**src/design/tte_pkg.sv**
```systemverilog
// ----------------------------------------------------------------------------
// tte_pkg
// Shared constants, types and tables of the text terminal character engine.
// ----------------------------------------------------------------------------
package tte_pkg;

  localparam int COLUMNS = 80;
  localparam int ROWS    = 25;
  localparam int CELLS   = COLUMNS * ROWS;
  localparam int ADDR_W  = $clog2(CELLS);
  localparam int COL_W   = 7;
  localparam int ROW_W   = 5;

  localparam logic [7:0] SPACE = 8'h20;

  // commands
  localparam logic [1:0] CMD_PUT     = 2'd0;
  localparam logic [1:0] CMD_RD_CELL = 2'd1;
  localparam logic [1:0] CMD_RD_BIT  = 2'd2;

  // background modes
  localparam logic [1:0] MODE_OFF = 2'd0;
  localparam logic [1:0] MODE_BG  = 2'd1;
  localparam logic [1:0] MODE_FG  = 2'd2;

  // escape phases
  localparam logic [1:0] ESC_NONE   = 2'd0;
  localparam logic [1:0] ESC_FIRST  = 2'd1;
  localparam logic [1:0] ESC_SECOND = 2'd2;

  // control codes
  localparam logic [7:0] CC_INS_LINE = 8'h01;
  localparam logic [7:0] CC_DEL_LINE = 8'h02;
  localparam logic [7:0] CC_LEFT_A   = 8'h05;
  localparam logic [7:0] CC_ESCAPE   = 8'h06;
  localparam logic [7:0] CC_LEFT_B   = 8'h08;
  localparam logic [7:0] CC_TAB      = 8'h09;
  localparam logic [7:0] CC_LF       = 8'h0A;
  localparam logic [7:0] CC_CLEAR    = 8'h0C;
  localparam logic [7:0] CC_CR       = 8'h0D;
  localparam logic [7:0] CC_BG_MODE  = 8'h13;
  localparam logic [7:0] CC_FG_MODE  = 8'h14;
  localparam logic [7:0] CC_FG_BLANK = 8'h15;
  localparam logic [7:0] CC_RIGHT    = 8'h18;
  localparam logic [7:0] CC_UP       = 8'h1A;
  localparam logic [7:0] CC_HOME     = 8'h1D;
  localparam logic [7:0] CC_ERASE_EOL = 8'h1E;
  localparam logic [7:0] CC_ERASE_EOS = 8'h1F;

  typedef enum logic [2:0] {
    ST_IDLE,
    ST_EXEC,
    ST_SWRD,
    ST_SWWR,
    ST_RESP,
    ST_OUT
  } ctrl_state_e;

  typedef enum logic [2:0] {
    SW_CLEAR,
    SW_SCROLL,
    SW_INSERT,
    SW_DELETE,
    SW_BGCLR,
    SW_FGBLANK,
    SW_EOL,
    SW_EOS
  } sweep_e;

  typedef struct packed {
    logic capture;
    logic exec;
    logic sw_rd;
    logic sw_wr;
    logic resp;
  } ctl_t;

  typedef struct packed {
    logic sweep_go;
    logic sweep_last;
  } sts_t;

  typedef logic [COL_W-1:0] col_tab_t [256];
  typedef logic [ROW_W-1:0] row_tab_t [256];

  function automatic col_tab_t build_col_tab();
    col_tab_t t;
    for (int i = 0; i < 256; i++) begin
      t[i] = COL_W'(i % COLUMNS);
    end
    return t;
  endfunction

  function automatic row_tab_t build_row_tab();
    row_tab_t t;
    for (int i = 0; i < 256; i++) begin
      t[i] = ROW_W'(i % ROWS);
    end
    return t;
  endfunction

  localparam col_tab_t COL_MOD = build_col_tab();
  localparam row_tab_t ROW_MOD = build_row_tab();

endpackage

```
**src/design/tte_ctrl.sv**
```systemverilog
// ----------------------------------------------------------------------------
// tte_ctrl
// Sequencer: request intake, decode step, cell sweeps, result strobe.
// ----------------------------------------------------------------------------
module tte_ctrl (
  input  logic          clk_i,
  input  logic          rst_ni,
  input  logic          start_i,
  output logic          busy_o,
  output logic          done_o,
  output tte_pkg::ctl_t ctl_o,
  input  tte_pkg::sts_t sts_i
);
  import tte_pkg::*;

  ctrl_state_e state_q, state_d;
  logic        init_q, init_d;

  always_ff @(posedge clk_i or negedge rst_ni) begin
    if (!rst_ni) begin
      state_q <= ST_SWRD;   // clearing pass after reset
      init_q  <= 1'b1;
    end else begin
      state_q <= state_d;
      init_q  <= init_d;
    end
  end

  always_comb begin
    state_d = state_q;
    init_d  = init_q;
    unique case (state_q)
      ST_IDLE: if (start_i) state_d = ST_EXEC;
      ST_EXEC: state_d = sts_i.sweep_go ? ST_SWRD : ST_RESP;
      ST_SWRD: state_d = ST_SWWR;
      ST_SWWR: begin
        if (!sts_i.sweep_last) begin
          state_d = ST_SWRD;
        end else if (init_q) begin
          state_d = ST_IDLE;
          init_d  = 1'b0;
        end else begin
          state_d = ST_RESP;
        end
      end
      ST_RESP: state_d = ST_OUT;
      ST_OUT:  state_d = ST_IDLE;
      default: state_d = ST_IDLE;
    endcase
  end

  always_comb begin
    ctl_o  = '0;
    busy_o = 1'b1;
    done_o = 1'b0;
    unique case (state_q)
      ST_IDLE: begin
        busy_o        = 1'b0;
        ctl_o.capture = start_i;
      end
      ST_EXEC: ctl_o.exec  = 1'b1;
      ST_SWRD: ctl_o.sw_rd = 1'b1;
      ST_SWWR: ctl_o.sw_wr = 1'b1;
      ST_RESP: ctl_o.resp  = 1'b1;
      ST_OUT:  done_o      = 1'b1;
      default: busy_o      = 1'b1;
    endcase
  end

endmodule

```
**config.mk**
```make
export PLATFORM = sky130hd
export DESIGN_NAME = tte_ctrl
export DESIGN_NICKNAME = d
export VERILOG_FILES = /design/src/design/tte_pkg.sv /design/src/design/tte_ctrl.sv
export SDC_FILE = /design/constraint.sdc
export NUM_CORES = 1
export LEC_CHECK = 0
export ABC_AREA = 1
export ABC_CLOCK_PERIOD_IN_PS = 2950
export BUFFER_PORTS_ARGS = -buffer_cell sky130_fd_sc_hd__buf_2
export CORE_AREA = 2 2 39 41
export DETAILED_ROUTE_END_ITERATION = 6
export DIE_AREA = 0 0 41 43
export MAX_ROUTING_LAYER = met4
export REMOVE_ABC_BUFFERS = 1
export SLEW_MARGIN = 20
export SYNTH_ARGS = -nofsm -noshare
export SYNTH_HDL_FRONTEND = slang
export SYNTH_SLANG_ARGS = --single-unit
```
**constraint.sdc**
```tcl
create_clock -name clk_i -period 2.95 [get_ports clk_i]
set_input_delay 0.295 -clock clk_i [delete_from_list [all_inputs] [get_ports clk_i]]
set_output_delay 0.295 -clock clk_i [all_outputs]
set_load 0.03 [all_outputs]
```
* Yosys cells after proc, flatten, opt, wreduce, memory -nomap -nowiden *
Index checks and enable logic that the tools add are counted.

word-level totals
  register bits = 4
  input port bits = 5
  logic and storage cells = 22
  output and inout bits = 7

operators by class
  reductions and logical operators = 2
  eq/ne operators = 6
  muxes and demuxes = 12

operator list
  cell                                                 count
  one-hot mux 3 bit (5 select lines)                   1
  two-way mux 3 bit                                    4
  two-way mux 1 bit                                    7
  equality test 3 x 2 -> 1 bit, second input constant  2
  equality test 3 bit, second input constant           2
  equality test 3 x 1 -> 1 bit, second input constant  1
  zero test 3 bit                                      1
  != test 2 bit, second input constant                 1
  AND reduction 2 bit                                  1

* Depth between registers and ports, before layout *
  depth after elaboration = 3
  gate-level depth with buffers = 5
  mapped depth without buffers = 4

* Worst setup path after synthesis *
Ideal clock, no wire load.

  path type = reg-to-output
  start point = register state_q[1]
  end point = output ctl_o[4] in the netlist's numbering
  cell stages (with the launch flop) = 5
  slack = 1.312 ns
  data arrival time = 1.343 ns
  buffers on the path = 1
  cells stage by stage = dfstp_2 > buf_4 > nor2_1 > nand2_1 > nor2_1

RTL lines
  what                    RTL line        text
  from (decl)             tte_ctrl.sv:16  ctrl_state_e state_q, state_d;
  from (signal assigned)  tte_ctrl.sv:24  state_q <= state_d;
  to (decl)               tte_ctrl.sv:11  output tte_pkg::ctl_t ctl_o,

==> impl_metrics.toml <==
[final_layout]
filler_cell_count = 161
nNetsFinal = 56
fin_util_pct = 24.9
drive_above_1_share_pct = 34.0
antennaDiodeCount = 0
area_delta_synth_final_pct = 43.2
layout_commonest_cell = "buf_2"
final_cell_mix = "buf_2, nand2_1, inv_1"

[worst_hold_path]
hold_depth = 3
holdCritPathClass = "in2reg"
holdPathEnd = "state_q[1]$_DFFE_PN1P_"
hp-start = "sts_i[1]"

[job]
cap_violations = 0

[routing]
antenna_left = 0
routed_via_density = 3.95
wirelength_um = 513
vias = 261
first_iter_violations = 2
wl_per_cell_um = 7.77
drc = 0
dr.pass1.iters = 2

[yosys]
yosys_warnings = 0
synth_seq_cells = 4
postSynthCellCount = 35
syn_area_per_cell_um2 = 6.86
synthesis.area_um2 = 240
post_synth_main_area_contributors = "dfstp_2, dfrtp_1, nand2_1, inv_1, nor2_1"
synth_top_area_share_pct = 21.9
synth.distinct_cells = 11
yosysSeqAreaShare_pct = 42.7
yosysTopAreaCell = "dfstp_2"

[sta]
finClkSkew_ns = 0.00484
final_max_slew_viol_count = 0
relSlewSlack_pct = 88.1
tightest_slew_ns = 0.178
min_period_over_period_pct = 51.5
setup_viol = 0
rsz0062_at_grt = "false"
hold_viol = 0
setup_tns_ns = 0
max_freq_mhz = 659
fin_crit_ns = 1.52

[setup_path]
path_max_fanout = 6
critPathLaunchType = "flop"
cp_data_arrival_time_ns = 1.22
reg2reg_slack_ns = 1.98
r2r_start = "state_q[1]$_DFFE_PN1P_"
cp.required_ns = 2.65
crit_path_end_kind = "primary output"
critPathKind = "reg2out"
rr_worst_depth = 4
r2r-end = "state_q[2]$_DFFE_PN0P_"

[die]
dieArea_um2 = 1760
coreArea_um2 = 1380
start_util_pct = 17.4
die_width_um = 41
io_pins = 12
rows = 14
die_y_um = 43

[status]
outcome = "finished, final reports clean"

[power]
power_per_cell_area_nw_per_um2 = 1120
finalPower_mw = 0.384
leakagePower_nw = 0.204
ir_drop_mv = 0.200

[global_routing]
grt_pass1_wl_um = 752
grt_overflow = 0
grt_max_degree = 9
track_usage_pct = 7.23
grt_pass1_vias = 217
antenna_found_initial = 0

[clock_tree]
clk_pin_slew_ns = 0.04
cts-htree-levels = 1
tritoncts = "done"
cts_setup_buffers = 0
clockBufferDepth = 2
cts.sinks = 4
clock_latency_ns = 0.23
hold_buffers = 1
post_cts_resized = 0
numCtsBuffers = 3
root_buffer = "clkbuf_4"

[placed_design]
port_buffers = 11
gp_congestion = 0.619
dp.final_hpwl_um = 418
where the power goes:
part,total [mW],switching [mW],internal [mW]
logic,0.204,0.145,0.0590
registers,0.106,0.0281,0.0780
clock network,0.0739,0.0231,0.0508
registers in the layout, summed over array words and instances (netlist names):
signal,flops
init_q,1
state_q,3
how the worst max path moves through the flow:
stage / from / slack, ns / end
floorplan: state_q[0]$_DFFE_PN0P_ / 1.40 / ctl_o[4]
global placement: state_q[2]$_DFFE_PN0P_ / 1.69 / ctl_o[2]
detailed placement: state_q[2]$_DFFE_PN0P_ / 1.69 / ctl_o[2]
CTS: state_q[2]$_DFFE_PN0P_ / 1.42 / ctl_o[2]
global route: state_q[2]$_DFFE_PN0P_ / 1.34 / ctl_o[2]
finish: state_q[2]$_DFFE_PN0P_ / 1.43 / ctl_o[2]
kinds of logic after synthesis:
group / after synthesis / share of synthesized area (%)
AND/OR/NAND/NOR: 21 / 38.0
buffers and inverters: 8 / 14.1
flip-flops: 4 / 42.7
AO/OA/AOI/OAI: 2 / 5.21
final cells by class:
cell class	count	area, µm²	share of cell area, %
clock buffer	4	26.3	7.64
inverter	7	26.3	7.64
tap	16	20.0	5.82
sequential	4	103	29.8
multi-input combinational	23	104	30.2
timing repair buffer	12	65.1	18.9
worst max-delay path: stages (launching register included):
cell	delay (ns)
dfrtp_1	0.42
inv_1	0.17
nand2_1	0.10
nor2_1	0.10
buf_2	0.20
per-stage QoR:
step / cell area (µm²) / instances / hold WS [ns] / worst slack (ns)
6_report: 344 / 66 / 0.283 / 1.43
5_1_grt: 344 / 66 / 0.301 / 1.34
4_1_cts: 344 / 66 / 0.273 / 1.42
3_5_place_dp: 308 / 61 / 0.107 / 1.69
3_3_place_gp: 308 / 61 / 0.102 / 1.69
2_1_floorplan: 233 / 34 / -0.000591 / 1.40
Yosys cell counts:
| cell type | count |
|---|---|
| nand2_1 | 9 |
| inv_1 | 7 |
| nor2_1 | 6 |
| nand3_1 | 4 |
| dfrtp_1 | 2 |
| dfstp_2 | 2 |
| a21oi_1 | 1 |
| buf_4 | 1 |
| nor3_1 | 1 |
| nor3_2 | 1 |
| o21a_1 | 1 |
routing by layer:
metal,track usage (%),wire (µm),up-vias,part of all wire [%]
li1,-,-,139,-
met1,7.17,215,113,42
met2,9.38,250,7,49
met3,3.14,41,2,8.0
met4,8.00,6,0,1.2
met5,-,0,-,0
Note: power is estimated with default switching activity, not from simulation.
